File: config.mk
export PLATFORM = sky130hd
export DESIGN_NAME = button_debounce_with_timeout_flat
export DESIGN_NICKNAME = d
export VERILOG_FILES = /design/src/sv/bdt_pkg.sv /design/src/sv/bdt_if.sv /design/src/sv/bdt_debounce.sv /design/src/sv/button_debounce_with_timeout.sv /design/src/flat_wrapper.sv
export SDC_FILE = /design/constraint.sdc
export NUM_CORES = 1
export LEC_CHECK = 0
export ABC_AREA = 1
export BUFFER_PORTS_ARGS = -buffer_cell sky130_fd_sc_hd__buf_2
export CAP_MARGIN = 20
export CORE_UTILIZATION = 47
export CTS_BUF_LIST = sky130_fd_sc_hd__clkbuf_16
export DETAILED_ROUTE_END_ITERATION = 12
export PLACE_DENSITY = 0.67
export SYNTH_ARGS = -nofsm -noshare
export SYNTH_HDL_FRONTEND = slang
export SYNTH_SLANG_ARGS = --single-unit
File: constraint.sdc
create_clock -name clk -period 2.25 [get_ports clk]
set_input_delay 0.225 -clock clk [delete_from_list [all_inputs] [get_ports clk]]
set_output_delay 0.225 -clock clk [all_outputs]
set_load 0.03 [all_outputs]
File: src/sv/bdt_pkg.sv
`default_nettype none

package bdt_pkg;

  // Depth of the sample window per button
  localparam int unsigned HISTORY_DEPTH = 8;

  // Field widths
  localparam int unsigned BTN_W     = 2;
  localparam int unsigned TIMEOUT_W = 24;

  // Countdown value after reset
  localparam logic [TIMEOUT_W-1:0] TIMEOUT_RESET = TIMEOUT_W'(12000);

  // Button bit positions
  localparam int unsigned BTN_REQ = 0;
  localparam int unsigned BTN_EMG = 1;

  // Event codes
  typedef enum logic [1:0] {
    KIND_REQUEST = 2'd0,
    KIND_EMG_ON  = 2'd1,
    KIND_EMG_OFF = 2'd2
  } kind_t;

  typedef logic [BTN_W-1:0]     btn_t;
  typedef logic [TIMEOUT_W-1:0] timeout_t;

endpackage

`default_nettype wire

File: src/sv/bdt_if.sv
`default_nettype none

// Sampled button tick
interface bdt_in_if import bdt_pkg::*; ();
  logic valid;
  logic ready;
  btn_t button_sample;

  modport source (output valid, output button_sample, input ready);
  modport sink   (input valid, input button_sample, output ready);
endinterface

// Event request
interface bdt_out_if import bdt_pkg::*; ();
  logic  valid;
  logic  ready;
  kind_t event_kind;
  logic  by_timeout;
  btn_t  debounced_state;

  modport source (output valid, output event_kind, output by_timeout,
                  output debounced_state, input ready);
  modport sink   (input valid, input event_kind, input by_timeout,
                  input debounced_state, output ready);
endinterface

// Timeout register write
interface bdt_cfg_if import bdt_pkg::*; ();
  logic     valid;
  logic     ready;
  timeout_t timeout_ticks;

  modport source (output valid, output timeout_ticks, input ready);
  modport sink   (input valid, input timeout_ticks, output ready);
endinterface

`default_nettype wire

File: src/sv/bdt_debounce.sv
`default_nettype none

module bdt_debounce import bdt_pkg::*; (
  input  wire logic clk,
  input  wire logic rst_n,
  input  wire logic load,
  input  wire btn_t sample,
  output btn_t      deb_r,
  output btn_t      deb_nxt
);

  btn_t hist_r   [HISTORY_DEPTH];
  btn_t hist_nxt [HISTORY_DEPTH];
  btn_t all_ones;
  btn_t any_one;

  // Shift the new sample into the window
  always_comb begin
    hist_nxt[0] = sample;
    for (int i = 1; i < HISTORY_DEPTH; i++) begin
      hist_nxt[i] = hist_r[i-1];
    end
  end

  // Reduce the window: all pressed sets, all released clears
  always_comb begin
    all_ones = '1;
    any_one  = '0;
    for (int i = 0; i < HISTORY_DEPTH; i++) begin
      all_ones = all_ones & hist_nxt[i];
      any_one  = any_one | hist_nxt[i];
    end
    deb_nxt = (deb_r | all_ones) & any_one;
  end

  // Advance window and debounced levels on each tick
  always_ff @(posedge clk) begin
    if (!rst_n) begin
      for (int i = 0; i < HISTORY_DEPTH; i++) begin
        hist_r[i] <= '0;
      end
      deb_r <= '0;
    end else if (load) begin
      hist_r <= hist_nxt;
      deb_r  <= deb_nxt;
    end
  end

endmodule

`default_nettype wire

File: src/sv/button_debounce_with_timeout.sv
`default_nettype none

// Two-button debouncer with an idle timeout. Each accepted tick carries two
// raw button levels (bit 0 request, bit 1 emergency); a debounced level
// changes only when the last eight samples all agree. A request is raised on
// a debounced press of button 0 or when the idle countdown reaches zero, and
// the countdown then reloads from timeout_ticks. Otherwise a debounced press
// of button 1 toggles the emergency flag and reports on or released. Ticks
// without an event produce no output. One tick is taken every clock cycle;
// the result appears in the output register in the cycle after acceptance, and
// input is held off only while that register is full and not being taken.
// Writing timeout_ticks also reloads the countdown; write it only when idle.
module button_debounce_with_timeout import bdt_pkg::*; (
  input  wire logic clk,
  input  wire logic rst_n,
  bdt_in_if.sink    in_chan,
  bdt_out_if.source out_chan,
  bdt_cfg_if.sink   cfg_chan
);

  timeout_t timeout_r;
  timeout_t cnt_r;
  timeout_t cnt_dec;
  logic     emg_r;
  logic     accept;
  logic     timed_out;
  logic     req_evt;
  logic     emg_evt;
  btn_t     deb_r;
  btn_t     deb_nxt;
  btn_t     rising;

  logic  out_valid_r;
  kind_t kind_r;
  logic  by_timeout_r;
  btn_t  state_r;

  assign in_chan.ready  = !out_valid_r || out_chan.ready;
  assign cfg_chan.ready = 1'b1;
  assign accept         = in_chan.valid && in_chan.ready;

  bdt_debounce u_debounce (
    .clk     (clk),
    .rst_n   (rst_n),
    .load    (accept),
    .sample  (in_chan.button_sample),
    .deb_r   (deb_r),
    .deb_nxt (deb_nxt)
  );

  // Decide the event for this tick
  always_comb begin
    cnt_dec   = (cnt_r == '0) ? '0 : cnt_r - TIMEOUT_W'(1);
    timed_out = (cnt_dec == '0);
    rising    = deb_nxt & ~deb_r;
    req_evt   = rising[BTN_REQ] || timed_out;
    emg_evt   = !req_evt && rising[BTN_EMG];
  end

  // Hold timeout register, countdown and emergency flag
  always_ff @(posedge clk) begin
    if (!rst_n) begin
      timeout_r <= TIMEOUT_RESET;
      cnt_r     <= TIMEOUT_RESET;
      emg_r     <= 1'b0;
    end else if (cfg_chan.valid) begin
      timeout_r <= cfg_chan.timeout_ticks;
      cnt_r     <= cfg_chan.timeout_ticks;
    end else if (accept) begin
      cnt_r <= req_evt ? timeout_r : cnt_dec;
      if (emg_evt) begin
        emg_r <= !emg_r;
      end
    end
  end

  // Output register valid
  always_ff @(posedge clk) begin
    if (!rst_n) begin
      out_valid_r <= 1'b0;
    end else if (accept) begin
      out_valid_r <= req_evt || emg_evt;
    end else if (out_chan.ready) begin
      out_valid_r <= 1'b0;
    end
  end

  // Output register payload
  always_ff @(posedge clk) begin
    if (accept) begin
      if (req_evt) begin
        kind_r <= KIND_REQUEST;
      end else if (emg_r) begin
        kind_r <= KIND_EMG_OFF;
      end else begin
        kind_r <= KIND_EMG_ON;
      end
      by_timeout_r <= req_evt && timed_out;
      state_r      <= deb_nxt;
    end
  end

  assign out_chan.valid           = out_valid_r;
  assign out_chan.event_kind      = kind_r;
  assign out_chan.by_timeout      = by_timeout_r;
  assign out_chan.debounced_state = state_r;

endmodule

`default_nettype wire

File: src/flat_wrapper.sv
// flat-port wrapper written by rule: the top's interface ports become plain ports
module button_debounce_with_timeout_flat import bdt_pkg::*;
  (clk, rst_n, in_chan_valid, in_chan_button_sample, in_chan_ready, out_chan_valid, out_chan_event_kind, out_chan_by_timeout, out_chan_debounced_state, out_chan_ready, cfg_chan_valid, cfg_chan_timeout_ticks, cfg_chan_ready);
  bdt_in_if in_chan_i ();
  bdt_out_if out_chan_i ();
  bdt_cfg_if cfg_chan_i ();
  input  wire logic clk;
  input  wire logic rst_n;
  input wire logic [$bits(in_chan_i.valid)-1:0] in_chan_valid;
  input wire logic [$bits(in_chan_i.button_sample)-1:0] in_chan_button_sample;
  output wire logic [$bits(in_chan_i.ready)-1:0] in_chan_ready;
  output wire logic [$bits(out_chan_i.valid)-1:0] out_chan_valid;
  output wire logic [$bits(out_chan_i.event_kind)-1:0] out_chan_event_kind;
  output wire logic [$bits(out_chan_i.by_timeout)-1:0] out_chan_by_timeout;
  output wire logic [$bits(out_chan_i.debounced_state)-1:0] out_chan_debounced_state;
  input wire logic [$bits(out_chan_i.ready)-1:0] out_chan_ready;
  input wire logic [$bits(cfg_chan_i.valid)-1:0] cfg_chan_valid;
  input wire logic [$bits(cfg_chan_i.timeout_ticks)-1:0] cfg_chan_timeout_ticks;
  output wire logic [$bits(cfg_chan_i.ready)-1:0] cfg_chan_ready;
  assign in_chan_i.valid = in_chan_valid;
  assign in_chan_i.button_sample = in_chan_button_sample;
  assign in_chan_ready = in_chan_i.ready;
  assign out_chan_valid = out_chan_i.valid;
  assign out_chan_event_kind = out_chan_i.event_kind;
  assign out_chan_by_timeout = out_chan_i.by_timeout;
  assign out_chan_debounced_state = out_chan_i.debounced_state;
  assign out_chan_i.ready = out_chan_ready;
  assign cfg_chan_i.valid = cfg_chan_valid;
  assign cfg_chan_i.timeout_ticks = cfg_chan_timeout_ticks;
  assign cfg_chan_ready = cfg_chan_i.ready;
  button_debounce_with_timeout u_core (.clk(clk), .rst_n(rst_n), .in_chan(in_chan_i), .out_chan(out_chan_i), .cfg_chan(cfg_chan_i));
endmodule
==> results.cfg <==
[synthesis]
ys_warn_count = 0
ys_ff_latch = 71
synth_nets = 666
avgSynthCellArea_sq_um = 6.65
syn_area_sq_um = 4220
synth-main-ff-cell = dfxtp_1
synthCells = 634
ys_seq_area_frac = 0.349
synth_edf_count = 5
postSynth.asyncResetShare = 0
synth_cell_types = 38

[run]
maxCapViolCount = 0

[setup_path]
crit_path_frequent_cell = nand2_1
start_kind = flop
required_ps = 2480
crit_path_top_delay_cell = dfxtp_2
crit_family = simple AND/OR/NAND/NOR gates
cp.buffers_inverters = 2
r2r_cells = 18
cp_max_fo = 7
worstPathCellList = buf_6, nor2_4, nand2_2, nor2_4, buf_12, nand3_2, nand3_2, nand2_1, nor2_1, nand2_1, nor2_2, nand2_4, nand2_8, nand2_1, nand3_2, nand2_1, nand2_1, nand2_1
max_stage_delay_ps = 330
cp.depth = 18
critPathKind = flop to flop
end_kind = flop
crit_arrival_ps = 2580

[drt]
via_count = 4635
post_drt_wl_per_cell_microns = 14.7
viasPerCell = 5.42
dr.pass1.iters = 6
remaining_drc_errors = 0
antenna_left = 0
wl_mm = 12.6
drt-initial-drc-count = 348

[finish]
final_cell_area_sq_um = 5750
regArea_sq_um = 1490
drive_above_1_share = 0.348
nFillCells = 713
n_antenna_cell = 0
areaGrowthSynthToFinish_pct = 36.4
multiInputGateArea_sq_um = 2600
nNetsFinal = 774

[timing]
finalCriticalPeriod_ps = 2360
period_share = 1.05
setup_ws_ps = -105
setup_viol = 27
drv_slew = 0
skew_ps = 11.6
rsz0062_at_grt = true
max_slew_margin = 0.484
max_freq_mhz = 425
hold_slack_ps = 119
worst_slew_pin_slew_ps = 773
final-hold-violation-count = 0

[clocking]
cts_tree = done
clkSlewWorstSetupHoldPaths_ps = 60
ctsRootBufferMaster = clkbuf_16
postCtsHoldBufs = 0
numCtsBuffers = 9
cts.path.max_buffers = 2
cts-htree-levels = 3
cts.sink_count = 71
clk_latency_ps = 340

[hold_path]
hold-path-cell-count = 3
min_path_type = input port to flop

[global_route]
overflow = 0
grt_max_degree = 49
grt_pass1_wl_mm = 19.7
antenna_found_initial = 0
grt_pass1_vias = 4184
grt_usage = 0.259

[outcome]
failed_checks = negative setup slack
status = finished with violations

[floorplanning]
initial_core_util = 0.484
die_height_microns = 96.7
std_cell_rows = 34
dieArea_sq_um = 9360
die_x_microns = 96.7
coreArea_sq_um = 8720
io_pins = 39

[power_and_ir_drop]
max-vdd-ir-drop_mv = 0.458
cellLeakagePower_nw = 2.68
p_per_area_nw_per_um2 = 678

[placed_design]
place_congestion = 0.936
placedInstanceArea_sq_um = 4990
port_buffers = 37
dp_hpwl_mm = 8.43
[registers in the layout, summed over array words and instances, names as in the netlist]
name                             flops
u_core.cnt_r                        24
u_core.timeout_r                    24
u_core.u_debounce.hist_nxt          14
u_core.out_chan.debounced_state      2
u_core.out_chan.event_kind           2
u_core.u_debounce.deb_r              2
u_core.emg_r                         1
u_core.out_chan.by_timeout           1
u_core.out_chan.valid                1
[placed cells by master, fill, tap and decap left out, types with 3 or more instances in the layout]
cell type and n:
edfxtp_1 5, nand4_1 14, a21oi_2 10, inv_1 62, buf_2 37, nand2_1 150
xor2_1 4, clkinvlp_4 4, nor2_2 17, nor2_1 49, buf_6 12, clkbuf_16 10
dfxtp_2 8, o211ai_1 7, buf_4 75, nor2_4 11, buf_12 3, nand3_2 39
nand3_1 43, o21ai_0 35, dfxtp_1 57, nor4_1 4, nand2_2 15, inv_2 3
nand2_4 5, a21oi_1 43
[tightest hold or removal path, stage by stage]
cell and delay, ps:
buf_2 70, nand2_1 60, o211ai_1 70
[metal layers]
layer | global-route usage | share of wire | vias to the layer above
met2 | 0.420 | 0.48 | 134
met3 | 0.0426 | 0.058 | 17
li1 | - | - | 2287
met1 | 0.351 | 0.45 | 2197
met5 | 0 | 0 | -
met4 | 0.0861 | 0.015 | 0
[synthesized netlist by cell type (all sizes together) (2+ instances only)]
master | instances | area share
xor2 | 4 | 0.0083
nand4 | 14 | 0.021
nand2 | 169 | 0.16
o21ai | 37 | 0.044
clkinv | 2 | 0.0018
nor2 | 77 | 0.076
edfxtp | 5 | 0.036
nand3 | 83 | 0.13
buf | 14 | 0.028
nor4 | 5 | 0.0074
a211oi | 2 | 0.0036
a2bb2oi | 2 | 0.0042
a21oi | 53 | 0.067
dfxtp | 66 | 0.31
clkbuf | 20 | 0.018
o211ai | 7 | 0.012
inv | 65 | 0.058
[stage by stage]
step	TNS (ps)	total power [mW]	setup slack, ps	instances	util
final	-1590	3.90	-105	855	0.660
after global routing	-6090	4.06	-267	855	0.660
after CTS	0	3.79	0.484	846	0.619
after detailed placement	-1320	2.34	-101	828	0.573
after global placement	-1580	2.32	-124	828	0.573
after floorplan	0	1.97	33.2	634	-
[cell type report]
class / instances / area share
repair buffers: 129 / 0.171
flip-flops and latches: 71 / 0.258
clock inverters: 7 / 0.0126
clock buffers: 9 / 0.0391
well taps: 108 / 0.0235
multi-input cells: 464 / 0.452
inverters: 67 / 0.0441
[kinds of logic (layout without fill, tap and decap cells)]
logic type                 count (synthesis)  in the layout  share of synthesized area
AOI/OAI and AO/OA                        103            103                      0.135
xor gates and xnor gates                   5              5                     0.0104
adders and majority gates                  1              1                    0.00297
buffers and inverters                    101            212                      0.106
DFF                                       71             71                      0.349
other                                      1              1                   0.000889
and+or+nand+nor                          352            354                      0.396
[power breakdown]
part	switching [mW]	total [mW]	internal, mW
clock network	0.582	1.44	0.858
logic	0.570	1.02	0.449
registers	0.0686	1.44	1.37
total	1.22	3.90	2.68
[path summary, 6_finish.rpt]
kind,slack (ps),to,from
max,-110,u_core.cnt_r[6],u_core.cnt_r[6]
min,120,u_core.timeout_r[5],cfg_chan_timeout_ticks[5]
max reg2reg,-110,u_core.cnt_r[6],u_core.cnt_r[6]
min reg2reg,460,u_core.timeout_r[20],u_core.timeout_r[20]
[repair_timing]
item,4_1_cts,5_1_grt
pin swaps,3,38
setup endpoints to repair,29,29
cloned,1,2
gates resized for setup,26,78
setup buffers,1,8
No activity file was read; power rests on OpenSTA's default activity.
